--- src/hdl/cmgp_pkg.sv ---
// Shared types, constants and the gamma table for the MIDI CC to PWM duty block.
`timescale 1ns / 1ps
`default_nettype none
package cmgp_pkg;

	localparam int GAMMA_ENTRIES = 128;
	localparam int GAMMA_IDX_W   = $clog2(GAMMA_ENTRIES);

	localparam logic [7:0] CONTROL_CHANGE = 8'hB0;

	// register indexes on the configuration port
	localparam logic [2:0] REG_CC_FIRST  = 3'd0;
	localparam logic [2:0] REG_CC_SECOND = 3'd1;
	localparam logic [2:0] REG_CC_THIRD  = 3'd2;
	localparam logic [2:0] REG_MIDI_CH   = 3'd3;
	localparam logic [2:0] REG_ACT_TICKS = 3'd4;

	localparam logic [6:0] CC_FIRST_RST  = 7'd71;
	localparam logic [6:0] CC_SECOND_RST = 7'd73;
	localparam logic [6:0] CC_THIRD_RST  = 7'd72;
	localparam logic [3:0] MIDI_CH_RST   = 4'd0;
	localparam logic [7:0] ACT_TICKS_RST = 8'd10;

	// item kinds on tuser
	localparam logic KIND_BYTE = 1'b0;
	localparam logic KIND_TICK = 1'b1;

	typedef struct packed {
		logic [6:0] cc_first_channel;
		logic [6:0] cc_second_channel;
		logic [6:0] cc_third_channel;
		logic [3:0] midi_channel;
		logic [7:0] activity_ticks;
	} cfg_t;

	localparam logic [7:0] GAMMA_ROM [GAMMA_ENTRIES] = '{
		8'd0,   8'd0,   8'd0,   8'd0,   8'd0,   8'd0,   8'd0,   8'd0,
		8'd0,   8'd0,   8'd0,   8'd0,   8'd0,   8'd0,   8'd1,   8'd1,
		8'd1,   8'd1,   8'd1,   8'd1,   8'd2,   8'd2,   8'd2,   8'd2,
		8'd3,   8'd3,   8'd3,   8'd3,   8'd4,   8'd4,   8'd5,   8'd5,
		8'd6,   8'd6,   8'd7,   8'd7,   8'd8,   8'd8,   8'd9,   8'd10,
		8'd10,  8'd11,  8'd12,  8'd13,  8'd13,  8'd14,  8'd15,  8'd16,
		8'd17,  8'd18,  8'd19,  8'd20,  8'd21,  8'd22,  8'd24,  8'd25,
		8'd26,  8'd27,  8'd29,  8'd30,  8'd32,  8'd33,  8'd35,  8'd36,
		8'd38,  8'd39,  8'd41,  8'd43,  8'd45,  8'd47,  8'd49,  8'd50,
		8'd52,  8'd55,  8'd57,  8'd59,  8'd61,  8'd63,  8'd66,  8'd68,
		8'd70,  8'd73,  8'd75,  8'd78,  8'd81,  8'd83,  8'd86,  8'd89,
		8'd92,  8'd95,  8'd98,  8'd101, 8'd104, 8'd107, 8'd110, 8'd114,
		8'd117, 8'd120, 8'd124, 8'd127, 8'd131, 8'd135, 8'd138, 8'd142,
		8'd146, 8'd150, 8'd154, 8'd158, 8'd162, 8'd167, 8'd171, 8'd175,
		8'd180, 8'd184, 8'd189, 8'd193, 8'd198, 8'd203, 8'd208, 8'd213,
		8'd218, 8'd223, 8'd228, 8'd233, 8'd239, 8'd244, 8'd249, 8'd255
	};

endpackage
`default_nettype wire

--- src/hdl/midi_cc_to_gamma_pwm_duty.sv ---
// Top level of the MIDI control change to gamma-corrected PWM duty block.
// Items are MIDI bytes or millisecond ticks; every item yields one result with the three
// duties and the activity LED after it. One item per cycle is accepted: an item is captured
// in the input stage, and the parser update and 128-entry gamma lookup run between that
// stage and the result register. A result left waiting on m_tready holds the next item in
// the input stage, and once that stage is full s_tready drops until the result is taken.
// Configuration is to be written over the APB-style port only while no item is in flight;
// the block itself does not enforce this.
`timescale 1ns / 1ps
`default_nettype none
module midi_cc_to_gamma_pwm_duty (
	input  wire logic        clk,
	input  wire logic        arst_n,
	input  wire logic        psel,
	input  wire logic        penable,
	input  wire logic        pwrite,
	input  wire logic [4:0]  paddr,
	input  wire logic [31:0] pwdata,
	output logic [31:0]      prdata,
	output logic             pready,
	input  wire logic        s_tvalid,
	output logic             s_tready,
	input  wire logic [15:0] s_tdata,  // [7:0] rx_byte, [8] button_pressed
	input  wire logic        s_tuser,  // [0] kind
	output logic             m_tvalid,
	input  wire logic        m_tready,
	output logic [31:0]      m_tdata   // [7:0] duty_one, [15:8] duty_two,
	                                   // [23:16] duty_three, [24] activity_led
);
	import cmgp_pkg::*;

	cfg_t cfg;

	cmgp_regs u_regs (
		.clk     (clk),
		.arst_n  (arst_n),
		.psel    (psel),
		.penable (penable),
		.pwrite  (pwrite),
		.paddr   (paddr),
		.pwdata  (pwdata),
		.prdata  (prdata),
		.pready  (pready),
		.cfg     (cfg)
	);

	cmgp_core u_core (
		.clk      (clk),
		.arst_n   (arst_n),
		.cfg      (cfg),
		.s_tvalid (s_tvalid),
		.s_tready (s_tready),
		.s_tdata  (s_tdata),
		.s_tuser  (s_tuser),
		.m_tvalid (m_tvalid),
		.m_tready (m_tready),
		.m_tdata  (m_tdata)
	);

endmodule
`default_nettype wire

--- src/hdl/cmgp_regs.sv ---
// APB-style configuration registers for the MIDI CC to PWM duty block.
`timescale 1ns / 1ps
`default_nettype none
module cmgp_regs (
	input  wire logic          clk,
	input  wire logic          arst_n,
	input  wire logic          psel,
	input  wire logic          penable,
	input  wire logic          pwrite,
	input  wire logic [4:0]    paddr,
	input  wire logic [31:0]   pwdata,
	output logic [31:0]        prdata,
	output logic               pready,
	output cmgp_pkg::cfg_t     cfg
);
	import cmgp_pkg::*;

	cfg_t       cfg_q;
	logic       wr_en;
	logic [2:0] reg_idx;

	assign pready  = 1'b1;
	assign wr_en   = psel && penable && pwrite;
	assign reg_idx = paddr[4:2];
	assign cfg     = cfg_q;

	always_ff @(posedge clk or negedge arst_n) begin
		if (!arst_n) begin
			cfg_q.cc_first_channel  <= CC_FIRST_RST;
			cfg_q.cc_second_channel <= CC_SECOND_RST;
			cfg_q.cc_third_channel  <= CC_THIRD_RST;
			cfg_q.midi_channel      <= MIDI_CH_RST;
			cfg_q.activity_ticks    <= ACT_TICKS_RST;
		end else if (wr_en) begin
			case (reg_idx)
				REG_CC_FIRST:  cfg_q.cc_first_channel  <= pwdata[6:0];
				REG_CC_SECOND: cfg_q.cc_second_channel <= pwdata[6:0];
				REG_CC_THIRD:  cfg_q.cc_third_channel  <= pwdata[6:0];
				REG_MIDI_CH:   cfg_q.midi_channel      <= pwdata[3:0];
				REG_ACT_TICKS: cfg_q.activity_ticks    <= pwdata[7:0];
				default: ;
			endcase
		end
	end

	always_comb begin
		case (reg_idx)
			REG_CC_FIRST:  prdata = {25'd0, cfg_q.cc_first_channel};
			REG_CC_SECOND: prdata = {25'd0, cfg_q.cc_second_channel};
			REG_CC_THIRD:  prdata = {25'd0, cfg_q.cc_third_channel};
			REG_MIDI_CH:   prdata = {28'd0, cfg_q.midi_channel};
			REG_ACT_TICKS: prdata = {24'd0, cfg_q.activity_ticks};
			default:       prdata = 32'd0;
		endcase
	end

endmodule
`default_nettype wire

--- src/hdl/cmgp_core.sv ---
// Input stage, parser state, gamma lookup and result register.
`timescale 1ns / 1ps
`default_nettype none
module cmgp_core (
	input  wire logic            clk,
	input  wire logic            arst_n,
	input  wire cmgp_pkg::cfg_t  cfg,
	input  wire logic            s_tvalid,
	output logic                 s_tready,
	input  wire logic [15:0]     s_tdata,
	input  wire logic            s_tuser,
	output logic                 m_tvalid,
	input  wire logic            m_tready,
	output logic [31:0]          m_tdata
);
	import cmgp_pkg::*;

	// input stage
	logic       valid_s1;
	logic       kind_s1;
	logic [7:0] byte_s1;
	logic       btn_s1;
	logic       adv;

	// parser state
	logic [7:0] status_q;
	logic       expect_q;
	logic [6:0] ctrl_q;
	logic [7:0] duty1_q, duty2_q, duty3_q;
	logic [7:0] cnt_q;
	logic       led_q;

	logic [7:0] status_d;
	logic       expect_d;
	logic [6:0] ctrl_d;
	logic [7:0] duty1_d, duty2_d, duty3_d;
	logic [7:0] cnt_d;
	logic       led_d;
	logic [7:0] level;
	logic       cc_match;

	// result register
	logic       out_vld_q;
	logic [31:0] out_data_q;

	assign adv      = valid_s1 && (!out_vld_q || m_tready);
	assign s_tready = !valid_s1 || adv;
	assign m_tvalid = out_vld_q;
	assign m_tdata  = out_data_q;

	always_ff @(posedge clk or negedge arst_n) begin
		if (!arst_n) begin
			valid_s1 <= 1'b0;
		end else if (s_tvalid && s_tready) begin
			valid_s1 <= 1'b1;
		end else if (adv) begin
			valid_s1 <= 1'b0;
		end
	end

	always_ff @(posedge clk) begin
		if (s_tvalid && s_tready) begin
			kind_s1 <= s_tuser;
			byte_s1 <= s_tdata[7:0];
			btn_s1  <= s_tdata[8];
		end
	end

	assign level    = GAMMA_ROM[byte_s1[GAMMA_IDX_W-1:0]];
	assign cc_match = status_q == (CONTROL_CHANGE | {4'd0, cfg.midi_channel});

	always_comb begin
		status_d = status_q;
		expect_d = expect_q;
		ctrl_d   = ctrl_q;
		duty1_d  = duty1_q;
		duty2_d  = duty2_q;
		duty3_d  = duty3_q;
		cnt_d    = cnt_q;
		led_d    = led_q;
		if (kind_s1 == KIND_BYTE) begin
			if (byte_s1[7]) begin
				status_d = byte_s1;
				expect_d = 1'b0;
			end else if (cc_match) begin
				led_d = 1'b1;
				cnt_d = cfg.activity_ticks;
				if (!expect_q) begin
					ctrl_d   = byte_s1[6:0];
					expect_d = 1'b1;
				end else begin
					if (ctrl_q == cfg.cc_first_channel) begin
						duty1_d = level;
					end else if (ctrl_q == cfg.cc_second_channel) begin
						duty2_d = level;
					end else if (ctrl_q == cfg.cc_third_channel) begin
						duty3_d = level;
					end
					expect_d = 1'b0;
				end
			end
		end else begin
			if (cnt_q != 8'd0) begin
				cnt_d = cnt_q - 8'd1;
				if (cnt_q == 8'd1) begin
					led_d = 1'b0;
				end
			end
			if (btn_s1) begin
				duty1_d = 8'd0;
				duty2_d = 8'd0;
				duty3_d = 8'd0;
			end
		end
	end

	always_ff @(posedge clk or negedge arst_n) begin
		if (!arst_n) begin
			status_q <= 8'd0;
			expect_q <= 1'b0;
			ctrl_q   <= 7'd0;
			duty1_q  <= 8'd0;
			duty2_q  <= 8'd0;
			duty3_q  <= 8'd0;
			cnt_q    <= 8'd0;
			led_q    <= 1'b0;
		end else if (adv) begin
			status_q <= status_d;
			expect_q <= expect_d;
			ctrl_q   <= ctrl_d;
			duty1_q  <= duty1_d;
			duty2_q  <= duty2_d;
			duty3_q  <= duty3_d;
			cnt_q    <= cnt_d;
			led_q    <= led_d;
		end
	end

	always_ff @(posedge clk or negedge arst_n) begin
		if (!arst_n) begin
			out_vld_q <= 1'b0;
		end else if (adv) begin
			out_vld_q <= 1'b1;
		end else if (m_tready) begin
			out_vld_q <= 1'b0;
		end
	end

	always_ff @(posedge clk) begin
		if (adv) begin
			out_data_q <= {7'd0, led_d, duty3_d, duty2_d, duty1_d};
		end
	end

`ifndef ASSERT_OFF
	a_ready_when_free: assert property (@(posedge clk) disable iff (!arst_n)
		!(out_vld_q && !m_tready) |-> s_tready)
		else $error("input stalled while result side free");

	a_adv_gives_result: assert property (@(posedge clk) disable iff (!arst_n)
		adv |=> out_vld_q)
		else $error("processed item produced no result");

	a_led_off_cnt_zero: assert property (@(posedge clk) disable iff (!arst_n)
		!led_q |-> (cnt_q == 8'd0))
		else $error("LED off with countdown running");

	a_status_clears_expect: assert property (@(posedge clk) disable iff (!arst_n)
		(adv && (kind_s1 == KIND_BYTE) && byte_s1[7]) |=> !expect_q)
		else $error("status byte did not reset parser");
`endif

endmodule
`default_nettype wire
--- config.mk ---
export PLATFORM = sky130hd
export DESIGN_NAME = midi_cc_to_gamma_pwm_duty
export DESIGN_NICKNAME = d
export VERILOG_FILES = /design/src/hdl/cmgp_pkg.sv /design/src/hdl/midi_cc_to_gamma_pwm_duty.sv /design/src/hdl/cmgp_regs.sv /design/src/hdl/cmgp_core.sv
export SDC_FILE = /design/constraint.sdc
export NUM_CORES = 1
export LEC_CHECK = 0
export BUFFER_PORTS_ARGS = -buffer_cell sky130_fd_sc_hd__buf_2
export CORE_AREA = 2 2 155 157
export DETAILED_ROUTE_END_ITERATION = 6
export DIE_AREA = 0 0 157 159
export PLACE_DENSITY = 0.53
export SLEW_MARGIN = 20
export SYNTH_ARGS = -nofsm -noshare
export SYNTH_HDL_FRONTEND = slang
export SYNTH_SLANG_ARGS = --single-unit
export TNS_END_PERCENT = 20
--- constraint.sdc ---
create_clock -name clk -period 4.3 [get_ports clk]
set_input_delay 0.43 -clock clk [delete_from_list [all_inputs] [get_ports clk]]
set_output_delay 0.43 -clock clk [all_outputs]
set_load 0.01 [all_outputs]
After elaboration in Yosys (flattened, before gate mapping)
Memories as Yosys holds them, arrays and structs flattened.
Cells that the tools add are included.
Storage, ports and cells
  memories kept: 1
  register bits after elaboration: 119
  bits in read-only memories: 1024
  word-level logic and storage cells: 100
  output and inout bits: 67
Memory list
  (no name shown): words 128, bits a word 8, read ports 1, clocked after memory_dff 0, wr ports 0, RTL line cmgp_core.sv:69  | assign level = GAMMA_ROM[byte_s1[GAMMA_IDX_W-1:0]];
Operators by class
  reduce and logical (&&, ||, !) cells: 23
  add/subtract/negate cells: 1
  order comparisons: 1
  muxes and demuxes: 40
  eq/ne operators: 11
  bitwise logic cells: 4
Operators by type and width (count)
  2-to-1 mux 8 bit: 27
  case mux 8 bit (5 select lines): 1
  equality test 7 bit: 3
  2-to-1 mux 1 bit: 12
  AND reduction 2 bit: 5
  equality test 8 x 1 -> 1 bit (second input constant): 1
  equality test 8 bit: 1
  greater-or-equal comparator 8 bit (second input constant): 1
  inverter 7 -> 8 bit: 1
  nonzero test 2 bit: 4
  nonzero test 8 bit: 1
  subtractor 8 x 1 -> 8 bit (second input constant): 1
  equality test 3 x 2 -> 1 bit (second input constant): 2
  AND reduction 3 bit: 2
  AND reduction 5 bit: 1
  logical AND 1 bit: 4
  AND reduction 4 bit: 1
  equality test 3 x 1 -> 1 bit (second input constant): 1
  equality test 3 bit (second input constant): 1
  logical NOT 3 bit: 1
  inverter 1 bit: 3
  logical NOT 1 bit: 2
  logical OR 1 bit: 2
  != test 2 x 1 -> 1 bit (second input constant): 1
  != test 2 bit (second input constant): 1

Logic depth before layout (Yosys ltp)
Gate-level depths: netlist of the first run.
  word-level depth: 11
  mapped depth: 10
  gate-level depth less buffers: 8

Hierarchy
A second synthesis of the first run with hierarchy kept.
Second synthesis, totals
  cell total of the unflattened synthesis: 695
  area, all modules: 7134.3 um2
Modules (own cells, without submodules)
  cmgp_core: instances 1, cells each 551, area an instance 5313.8 um2, sequential area each 2327.2 um2
  cmgp_regs: instances 1, cells each 144, area an instance 1820.5 um2, sequential area each 839.6 um2

Worst setup path after synthesis of the first run
No wires, ideal clock.
  kind: flip-flop to flip-flop
  from: reg u_core.byte_s1[1]
  to: reg u_core.out_data_q[0], in the netlist u_core.m_tdata[0] (data pin)
  buffers on the path: 2
  period minus slack after synthesis: 2.659 ns
  cell stages (with the launch flop): 10
  required time: 4.043 ns
  setup time: 0.257 ns
  setup slack: 1.641 ns
  arrival: 2.402 ns
  path through: edfxtp_1 -> clkbuf_1 -> inv_1 -> ha_1 -> mux4_2 -> o211ai_1 -> and4_1 -> buf_2 -> nand2_1 -> a32o_1
On the way
  cells in the longest elaborated chain, start to end: 9
Ends and longest elaborated chain
  start: declaration: RTL line cmgp_core.sv:21  | logic [7:0] byte_s1;
  start signal: assignment: RTL line cmgp_core.sv:64  | byte_s1 <= s_tdata[7:0];
  inverter 7 -> 8 bit (implied by the code): RTL line cmgp_core.sv:69
  memory (128 x 8 bit)
  2-to-1 mux 8 bit (implied by the code) (2 in series): RTL line cmgp_core.sv:69
  2-to-1 mux 8 bit: RTL line cmgp_core.sv:92  | if (ctrl_q == cfg.cc_first_channel) begin
  2-to-1 mux 8 bit: RTL line cmgp_core.sv:88  | if (!expect_q) begin
  2-to-1 mux 8 bit: RTL line cmgp_core.sv:85  | end else if (cc_match) begin
  2-to-1 mux 8 bit: RTL line cmgp_core.sv:82  | if (byte_s1[7]) begin
  2-to-1 mux 8 bit: RTL line cmgp_core.sv:81  | if (kind_s1 == KIND_BYTE) begin
  named net u_core.duty1_d[0]: RTL line cmgp_core.sv:36  | logic [7:0] duty1_d, duty2_d, duty3_d;
  end signal: assignment: RTL line cmgp_core.sv:151  | out_data_q <= {7'd0, led_d, duty3_d, duty2_d, duty1_d};
  end: declaration: RTL line cmgp_core.sv:44  | logic [31:0] out_data_q;
The timed path passes the listed nets, and every way through them passes these cells. The select of a mux whose other input is x is not followed.
A chain may end at the register's enable or synchronous reset.

Final worst setup path of the first run
Same ends and word-level chain as after synthesis.

==> flow_summary.json, run 1 <==
{
  "dieWidth_um": 157,
  "hold_violations": 0,
  "drt-vias-per-instance": 4.941,
  "path_class": "flip-flop to flip-flop",
  "die_area_mm2": 0.02496,
  "drt_iter0_drc": 425,
  "port_buffers": 62,
  "critPathLaunchType": "flip-flop",
  "gp_congestion": 0.8398,
  "wl_met1_um": 8945,
  "min_path_type": "input pin to asynchronous set/reset pin",
  "setup_tns_ps": 0,
  "syn_inst": 680,
  "cts_buffer_depth": 2,
  "top_layer": "met4",
  "fin_util_pct": 35.19,
  "initial_utilization_pct": 30.49,
  "cp.arrival_ps": 3090,
  "critPathMaxFanout": 15,
  "fin_worst_skew_ps": 9.062,
  "clk_pin_slew_ps": 60,
  "synth_area_leaders": "dfrtp_1 26%, edfxtp_1 15%, mux2_2 7.0%",
  "ys_types": 73,
  "postRouteAntennaNets": 0,
  "rr_startpoint": "u_core.byte_s1[1]",
  "synth-edff-count": 35,
  "synth-async-reset-ratio_pct": 70.59,
  "htreeDepth": 4,
  "netlist_area_mm2": 0.007071,
  "synth_top_area_cell": "dfrtp_1",
  "post_drt_wl_per_cell_um": 16.42,
  "synthFlopType": "dfrtp_1",
  "synth_top_cell_area_share_pct": 25.84,
  "syn_to_final_growth_pct": 15.43,
  "num_vias": 5287,
  "ys_seq_area_share_pct": 44.79,
  "reg2reg_slack_ps": 1380,
  "fin_crit_sh_pct": 67.92,
  "pin_count": 128,
  "nets": 820,
  "required_ps": 4470,
  "slew_violations": 0,
  "status": "finished clean",
  "drive_gt1_share_pct": 24.23,
  "cap_violations": 0,
  "grt_max_degree": 54,
  "yosysMostFrequentCell": "dfrtp_1",
  "wirelength_um": 17570,
  "fin_hold_ws_ps": 49.95,
  "grt_setup_unrepaired": "no",
  "fp.coreArea_mm2": 0.02319,
  "ys_seq_elements": 119,
  "wl_met3_um": 754,
  "drt-pass1-iter-count": 4,
  "numCtsBuffers": 17,
  "finalSetupViolCount": 0,
  "overflow": 0,
  "cts_resized": 0,
  "cts_root_buffer": "clkbuf_16",
  "cts_tree": "built",
  "clk-insertion-delay-late_ps": 420,
  "fin_crit_ps": 2920,
  "ys_warn_count": 0,
  "grt_pass1_vias": 4961,
  "dieHeight_um": 159,
  "max_freq_mhz": 342.4,
  "drc": 0,
  "crit_path_end_kind": "flip-flop",
  "syn_area_per_cell_um2": 10.40,
  "p_per_area_mw_per_mm2": 442.1,
  "grt_usage_pct": 14.44,
  "ctsHoldBuffers": 0,
  "grt_pass1_wl_um": 28030,
  "dp_hpwl_um": 12400,
  "crit_path_start": "u_core.byte_s1[1]",
  "post-cts-setup-buffers": 0,
  "worstMarginPinSlew_ps": 1021,
  "ir_drop_v": 0.0002894,
  "wl_met2_um": 7661,
  "core.rowCount": 56,
  "synth_commonest_cells": "73 x dfrtp_1, 44 x mux2_2, 44 x o21ai_0, 43 x nand2_1, 38 x nor2_1",
  "antenna_cells": 0,
  "leakage_nw": 3.408,
  "maxSlewHeadroom_pct": 31.92,
  "antenna_found_initial": 0,
  "clkSinkCount": 119
}
## layout make-up
type / count / area (um^2)
fill: 2356 / 15030
multi-input combinational: 513 / 3595
sequential: 119 / 3167
clock buffer: 21 / 450.4
tap: 319 / 399.1
timing repair buffer: 72 / 387.9
clock inverter: 11 / 106.4
inverter: 15 / 56.30
## path summary, 6_finish.rpt
path	cells after the start	end
worst min-delay path	1	u_core.cnt_q[2]
min in group clk	1	u_core.byte_s1[1]
max in group asynchronous	2	u_regs.cfg[28]
worst max-delay path	8	u_core.m_tdata[0]
worst min register to register	2	u_core.status_q[6]
worst max register to register	8	u_core.m_tdata[0]
## cell usage in the layout, fill, tap and decap left out, types with 18 or more instances in the layout
cell type  synthesis  layout
a21oi_1           32      32
a22o_1            18      18
buf_2              8      61
conb_1             2      32
dfrtp_1           73      73
edfxtp_1          35      35
ha_1              21      21
mux2_2            44      44
nand2_1           43      43
nand2b_1          18      18
nand3_1           20      20
nor2_1            38      38
o21ai_0           44      44
## sequential cells by signal (all words and copies together), names as in the netlist
register         cells
u_regs.cfg          33
u_core.m_tdata      25
u_core.byte_s1       8
u_core.cnt_q         8
u_core.duty1_q       8
u_core.duty2_q       8
u_core.duty3_q       8
u_core.status_q      8
u_core.ctrl_q        7
u_core.btn_s1        1
u_core.expect_q      1
u_core.kind_s1       1
u_core.led_q         1
u_core.m_tvalid      1
u_core.valid_s1      1
## critical path, cell delays in order, from the launching register on
cell      delay [ps]
edfxtp_1         350
buf_4            200
inv_1            280
ha_1             370
mux4_2           480
o211ai_1         180
and4_1           420
nand2_1           90
a32o_1           280
## routing by layer
metal	GRT usage (%)	up-vias
li1	-	2575
met2	20.71	131
met4	4.295	0
met5	0	-
met1	21.44	2564
met3	3.430	17
## metrics by stage
step | setup WS, ps | area [um^2] | power (mW) | cells
6_report | 1380 | 8162 | 3.608 | 1070
5_1_grt | 1266 | 8162 | 3.808 | 1070
4_1_cts | 1425 | 8157 | 3.646 | 1070
3_5_place_dp | 1432 | 7600 | 2.280 | 1038
3_3_place_gp | 1461 | 7600 | 2.273 | 1038
2_1_floorplan | 1641 | 7183 | 2.062 | 710
## report_power, final
part / total (mW) / internal (mW) / switching [mW]
registers: 1.49 / 1.34 / 0.150
clock network: 1.35 / 0.855 / 0.493
logic: 0.766 / 0.322 / 0.444
total: 3.61 / 2.52 / 1.09
## logic make-up (layout without fill, tap and decap cells)
family | count (synthesis) | after routing | synth area share (%)
flops | 119 | 119 | 44.79
mux | 62 | 62 | 9.733
compound gates | 178 | 178 | 17.13
other cells | 2 | 32 | 0.1062
buf+inv | 78 | 119 | 6.034
xor+xnor | 26 | 26 | 3.221
fa+ha+maj | 21 | 21 | 3.716
simple gates | 194 | 194 | 15.27
Note: power is estimated with default switching activity, not from simulation.
==> run 2, diff against run 1 <==
ABC_AREA = 1   (was unset)
CORE_AREA = 2 2 157 159   (was 2 2 155 157)
DIE_AREA = 0 0 159 161   (was 0 0 157 159)
clock period = 2.8 ns   (was 4.3 ns; I/O delays follow)
==> run 2 against run 1 <==
Net effect: combinational power increased by 62%; area after synthesis increased by 3.2%; power increased by 57%; first-iteration DRC count decreased by 16%; register-to-register slack got worse by 960 ps; critical endpoint is now u_core.m_tdata[8]; highest routed layer unchanged.
==> flow_summary.json, run 2 <==
{
  "required_ps": 2950,
  "port_buffers": 62,
  "fin_crit_sh_pct": 84.91,
  "drive_gt1_share_pct": 13.99,
  "worstMarginPinSlew_ps": 614.0,
  "fin_worst_skew_ps": 8.502,
  "comb_power_share_pct": 22.0,
  "postRouteAntennaNets": 0,
  "p_clk_share_pct": 36.5,
  "ys_seq_elements": 119,
  "final_cell_mix": "390 x nand2_1, 99 x inv_1, 79 x o21ai_0",
  "yosysMostFrequentCell": "nand2_1",
  "cts_tree": "built",
  "crit_path_start": "u_core.byte_s1[0]",
  "grt_pass1_wl_um": 30370,
  "fp.coreArea_mm2": 0.02396,
  "pin_count": 128,
  "clk-insertion-delay-late_ps": 420,
  "clkSinkCount": 119,
  "status": "finished clean",
  "antenna_cells": 0,
  "path_class": "flip-flop to flip-flop",
  "syn_inst": 999,
  "synth_commonest_cells": "390 x nand2_1, 100 x inv_1, 79 x o21ai_0, 73 x dfrtp_1, 64 x nand3_1",
  "ys_seq_area_share_pct": 43.40,
  "critPathMaxFanout": 9,
  "p_sw_mw": 1.834,
  "finalSetupViolCount": 0,
  "largest_register_ffs": 33,
  "synth_area_leaders": "dfrtp_1 25%, nand2_1 20%, edfxtp_1 14%",
  "leakage_nw": 4.047,
  "dieHeight_um": 161,
  "switching_share_pct": 32.46,
  "critPathLaunchType": "flip-flop",
  "numCtsBuffers": 17,
  "min_path_type": "input pin to flip-flop",
  "rr_startpoint": "u_core.byte_s1[0]",
  "htreeDepth": 4,
  "drt-pass1-iter-count": 7,
  "p_per_area_mw_per_mm2": 673.2,
  "grt_usage_pct": 14.91,
  "reg2reg_slack_ps": 420,
  "dp_hpwl_um": 13220,
  "fill_cells": 2564,
  "nets": 1141,
  "post_drt_wl_per_cell_um": 13.25,
  "grt_setup_unrepaired": "no",
  "wirelength_um": 18500,
  "synth_top_cell_area_share_pct": 25.03,
  "synth_top_area_cell": "dfrtp_1",
  "setup_tns_ps": 0,
  "slew_violations": 0,
  "dieWidth_um": 159,
  "place_area_mm2": 0.007823,
  "maxSlewHeadroom_pct": 58.85,
  "r2r_end": "u_core.m_tdata[8]",
  "ys_types": 42,
  "initial_utilization_pct": 30.45,
  "min_path_cells": 1,
  "drc": 0,
  "crit_path_end_kind": "flip-flop",
  "ys_warn_count": 0,
  "fin_crit_ps": 2377,
  "drt-vias-per-instance": 4.453,
  "synthFlopType": "dfrtp_1",
  "cts_resized": 0,
  "p_int_mw": 3.816,
  "synth-async-reset-ratio_pct": 70.59,
  "grt_pass1_vias": 5794,
  "final_cells": 1396,
  "worstHoldEndpoint": "u_core.byte_s1[3]",
  "synth-edff-count": 35,
  "die_area_mm2": 0.02560,
  "r2r_cells": 14,
  "layout_commonest_cell": "nand2_1",
  "seq_power_share_pct": 41.4,
  "netlist_area_mm2": 0.007297,
  "syn_to_final_growth_pct": 15.02,
  "hold_violations": 0,
  "antenna_found_initial": 0,
  "max_freq_mhz": 420.6,
  "place_inst": 1363,
  "ir_drop_v": 0.0004093,
  "design_area_mm2": 0.008393,
  "core.rowCount": 57,
  "min_from": "s_tdata[3]",
  "gp_congestion": 0.8994,
  "grt_max_degree": 52,
  "cts_root_buffer": "clkbuf_16",
  "cp.arrival_ps": 2530,
  "cts_buffer_depth": 2,
  "cap_violations": 0,
  "syn_area_per_cell_um2": 7.304,
  "overflow": 0,
  "clk_pin_slew_ps": 60,
  "drt_iter0_drc": 357,
  "num_vias": 6216
}
-- run 2: what timing repair did --
item                      in CTS  in global routing
hold endpoints to repair      34                  0
hold buffers                   1                  0
buffers inserted               0                  0
-- run 2: power by group through the flow --
stage          sequential, mW  clock [mW]  combinational [mW]
6_report                 2.34        2.06                1.24
5_1_grt                  2.39        2.21                1.45
4_1_cts                  2.35        2.12                1.26
3_5_place_dp             2.37           0                1.25
3_3_place_gp             2.37           0                1.23
2_1_floorplan            2.32           0               0.911
-- run 2: worst max path at each step --
| stage | endpoint | slack, ps | cells past startpoint |
|---|---|---|---|
| global route | u_core.duty1_q[0] | 160 | 16 |
| detailed placement | u_core.m_tdata[16] | 460 | 14 |
| finish | u_core.m_tdata[8] | 420 | 14 |
| CTS | u_core.m_tdata[16] | 430 | 14 |
| global placement | u_core.m_tdata[9] | 500 | 12 |
| floorplan | u_core.m_tdata[8] | 720 | 14 |
-- run 2: layer usage --
metal  GRT usage (%)  routed length (um)  up-vias
li1                -                   -     3246
met1           20.05                8979     2826
met2           24.45                8569      126
met3           2.799                 691       18
met4           4.587                 260        0
met5               0                   0        -
-- run 2: worst max-delay path, cell delays in order, from the launching register on --
cell      delay (ps)
edfxtp_1         530
inv_1            180
ha_1             370
inv_1            100
nand2_1           90
nand2_1           70
nand2_1           50
nand2_1           80
nor2_1            50
nor2_1           100
nand2_1           50
nand2_1          170
nand2_1           80
nand3_1           90
o21ai_2           80
-- run 2: cell type report --
| class | count | area (um^2) | area share (%) |
|---|---|---|---|
| Clock buffer | 21 | 461.7 | 5.501 |
| Clock inverter | 11 | 98.84 | 1.178 |
| Inverter | 108 | 405.4 | 4.830 |
| Multi-Input combinational cell | 738 | 3430 | 40.86 |
| Sequential cell | 119 | 3167 | 37.73 |
| Tap cell | 324 | 405.4 | 4.830 |
| Timing Repair Buffer | 75 | 425.4 | 5.069 |
-- run 2: metrics by stage --
step	total power, mW	setup slack, ps	hold WS, ps	utilization (%)
2_1_floorplan	3.236	719.7	-15.59	-
3_3_place_gp	3.604	503.8	341.2	32.64
3_5_place_dp	3.623	459.4	342.9	32.64
4_1_cts	5.718	431.6	21.68	35.03
5_1_grt	6.044	158.4	26.11	35.03
6_report	5.650	422.6	36.30	35.03
-- run 2: kinds of logic (layout without fill, tap and decap cells) --
group / after synthesis / after routing / share of synthesized area, %
other: 2 / 32 / 0.1029
adders and majority gates: 21 / 21 / 3.601
xor gates and xnor gates: 6 / 6 / 0.7202
AOI/OAI and AO/OA: 136 / 136 / 10.53
and+or+nand+nor: 543 / 543 / 30.50
DFF: 119 / 119 / 43.40
buffers and inverters: 172 / 215 / 11.15
==> run 3, diff against run 2 <==
PLACE_DENSITY = 0.55   (was 0.53)
clock period = 2 ns   (was 2.8 ns; I/O delays follow)
==> run 3 against run 2 <==
Net effect: non-clock buffer count up 64; combinational power up 59%; die area unchanged; register-to-register slack worse by 380 ps; clock power up 52%; worst hold slack about the same; design area up 11%; core utilization up 3.8 points; critical path type unchanged.
==> flow_summary.json, run 3 (same netlist as run 2, synthesis figures left out) <==
{
  "worstHoldEndpoint": "u_regs.cfg[7]",
  "cp_num_buf_inv": 2,
  "fill_cells": 2507,
  "setup_tns_ps": 0,
  "grt_pass1_vias": 6133,
  "antenna_found_initial": 0,
  "grt_setup_unrepaired": "yes",
  "fin_hold_ws_ps": 36.09,
  "grt_pass1_wl_um": 31460,
  "critical-path-max-stage-delay_ps": 470,
  "grt_max_degree": 85,
  "overflow": 0,
  "postRouteAntennaNets": 0,
  "layout_commonest_cell": "nand2_1",
  "setup_slack_ps": 37.98,
  "dieHeight_um": 161,
  "largest_register_ffs": 33,
  "r2r_cells": 11,
  "min_path_cells": 3,
  "antenna_cells": 0,
  "wirelength_um": 19140,
  "clk_pin_slew_ps": 60,
  "core.rowCount": 57,
  "design_area_mm2": 0.009309,
  "p_per_area_mw_per_mm2": 900.5,
  "fin_crit_sh_pct": 98.10,
  "fp.coreArea_mm2": 0.02396,
  "clk-insertion-delay-late_ps": 430,
  "drt_iter0_drc": 342,
  "min_from": "pwdata[7]",
  "r2r_end": "u_core.m_tdata[19]",
  "fin_worst_skew_ps": 12.47,
  "drc": 0,
  "crit_family": "simple AND/OR/NAND/NOR gates",
  "num_vias": 6505,
  "syn_to_final_growth_pct": 27.57,
  "cp.arrival_ps": 2130,
  "wl_met1_um": 8794,
  "wl_met3_um": 923,
  "clkSinkCount": 119,
  "path_cells": "inv_2, buf_6, ha_4, nor2_2, nor2_1, nand2_1, nand2_2, a21oi_2, nand2_1, nand3_2, nand2_2",
  "cts_tree": "built",
  "drt-vias-per-instance": 4.455,
  "dp_slack_ps": -57.87,
  "min_path_type": "input pin to flip-flop",
  "slew_violations": 0,
  "gp_congestion": 0.8698,
  "cp.depth": 11,
  "place_area_mm2": 0.008265,
  "critPathMaxFanout": 7,
  "max_freq_mhz": 509.7,
  "reg2reg_slack_ps": 40,
  "path_class": "flip-flop to flip-flop",
  "grt_usage_pct": 15.40,
  "drive_gt1_share_pct": 24.38,
  "finalSetupViolCount": 0,
  "pin_count": 128,
  "slowest_stage": "edfxtp_1",
  "top_layer": "met4",
  "status": "finished clean",
  "numCtsBuffers": 17,
  "htreeDepth": 4,
  "required_ps": 2170,
  "post_drt_wl_per_cell_um": 13.11,
  "drt-pass1-iter-count": 5,
  "maxSlewHeadroom_pct": 61.18,
  "rr_startpoint": "u_core.byte_s1[1]",
  "cts_root_buffer": "clkbuf_16",
  "fin_crit_ps": 1962,
  "dieWidth_um": 159,
  "worstMarginPinSlew_ps": 581.6,
  "cap_violations": 0,
  "wl_met2_um": 9134,
  "crit_path_end_kind": "flip-flop",
  "hold_violations": 0,
  "port_buffers": 62,
  "ir_drop_v": 0.0006487,
  "initial_utilization_pct": 30.45,
  "cts_buffer_depth": 2,
  "leakage_nw": 4.424,
  "final_cell_mix": "370 x nand2_1, 91 x inv_1, 73 x dfrtp_1",
  "finalPower_mw": 8.383,
  "die_area_mm2": 0.02560,
  "dp_hpwl_um": 13810,
  "nets": 1205,
  "critPathLaunchType": "flip-flop"
}
[run 3: changes by cell type in the layout (fill, tap and decap cells not counted), sizes merged]
cell,previous run,this run
buf,74,127
inv,110,111
clkinv,6,4
clkinvlp,2,3
dlygate4sd3,1,12
[run 3: cell type report]
class                   instances  area [um^2]  area share [%]
clock buffers                  21        503.0           5.403
clock inverters                11        108.9           1.169
well taps                     324        405.4           4.355
inverters                     108        407.9           4.382
multi-input cells             738         3689           39.62
flip-flops and latches        119         3167           34.02
repair buffers                139         1028           11.05
[run 3: worst register-to-register path: cells and delay by family (launching register included)]
kind / cells / cell delay [ps]
AOI/OAI and AO/OA: 1 / 160
adders and majority gates: 1 / 210
buffers and inverters: 2 / 310
DFF: 1 / 470
and+or+nand+nor: 7 / 560
[run 3: layer usage]
metal | vias up | global-route usage, %
met5 | - | 0
met4 | 0 | 4.835
met3 | 23 | 3.647
met2 | 161 | 25.26
met1 | 2949 | 20.21
li1 | 3372 | -
[run 3: where the power goes]
part           switching (mW)  internal (mW)  total [mW]
combinational            1.21          0.762        1.97
sequential              0.326           2.95        3.27
clock                    1.20           1.93        3.14
total                    2.74           5.65        8.38
[run 3: through the flow]
stage | util (%) | std cells
3_5_place_dp | 34.49 | 1412
3_3_place_gp | 34.49 | 1412
4_1_cts | 37.64 | 1456
6_report | 38.85 | 1460
5_1_grt | 38.85 | 1460
2_1_floorplan | - | 1029
[run 3: timing repair]
item	4_1_cts	5_1_grt
resized for setup	9	83
hold endpoints to repair	84	0
gates cloned	0	1
buffers inserted	0	4
setup endpoints to repair	26	53
hold buffers	12	0
pin swaps	2	27
[run 3: worst max path at each step]
stage	start	to
6_report	u_core.byte_s1[1]	u_core.m_tdata[19]
5_1_grt	u_core.byte_s1[1]	u_core.m_tdata[19]
4_1_cts	u_core.byte_s1[1]	u_core.m_tdata[8]
3_5_place_dp	u_core.byte_s1[2]	u_core.m_tdata[11]
3_3_place_gp	u_core.byte_s1[2]	u_core.m_tdata[3]
2_1_floorplan	u_core.byte_s1[1]	u_core.m_tdata[8]
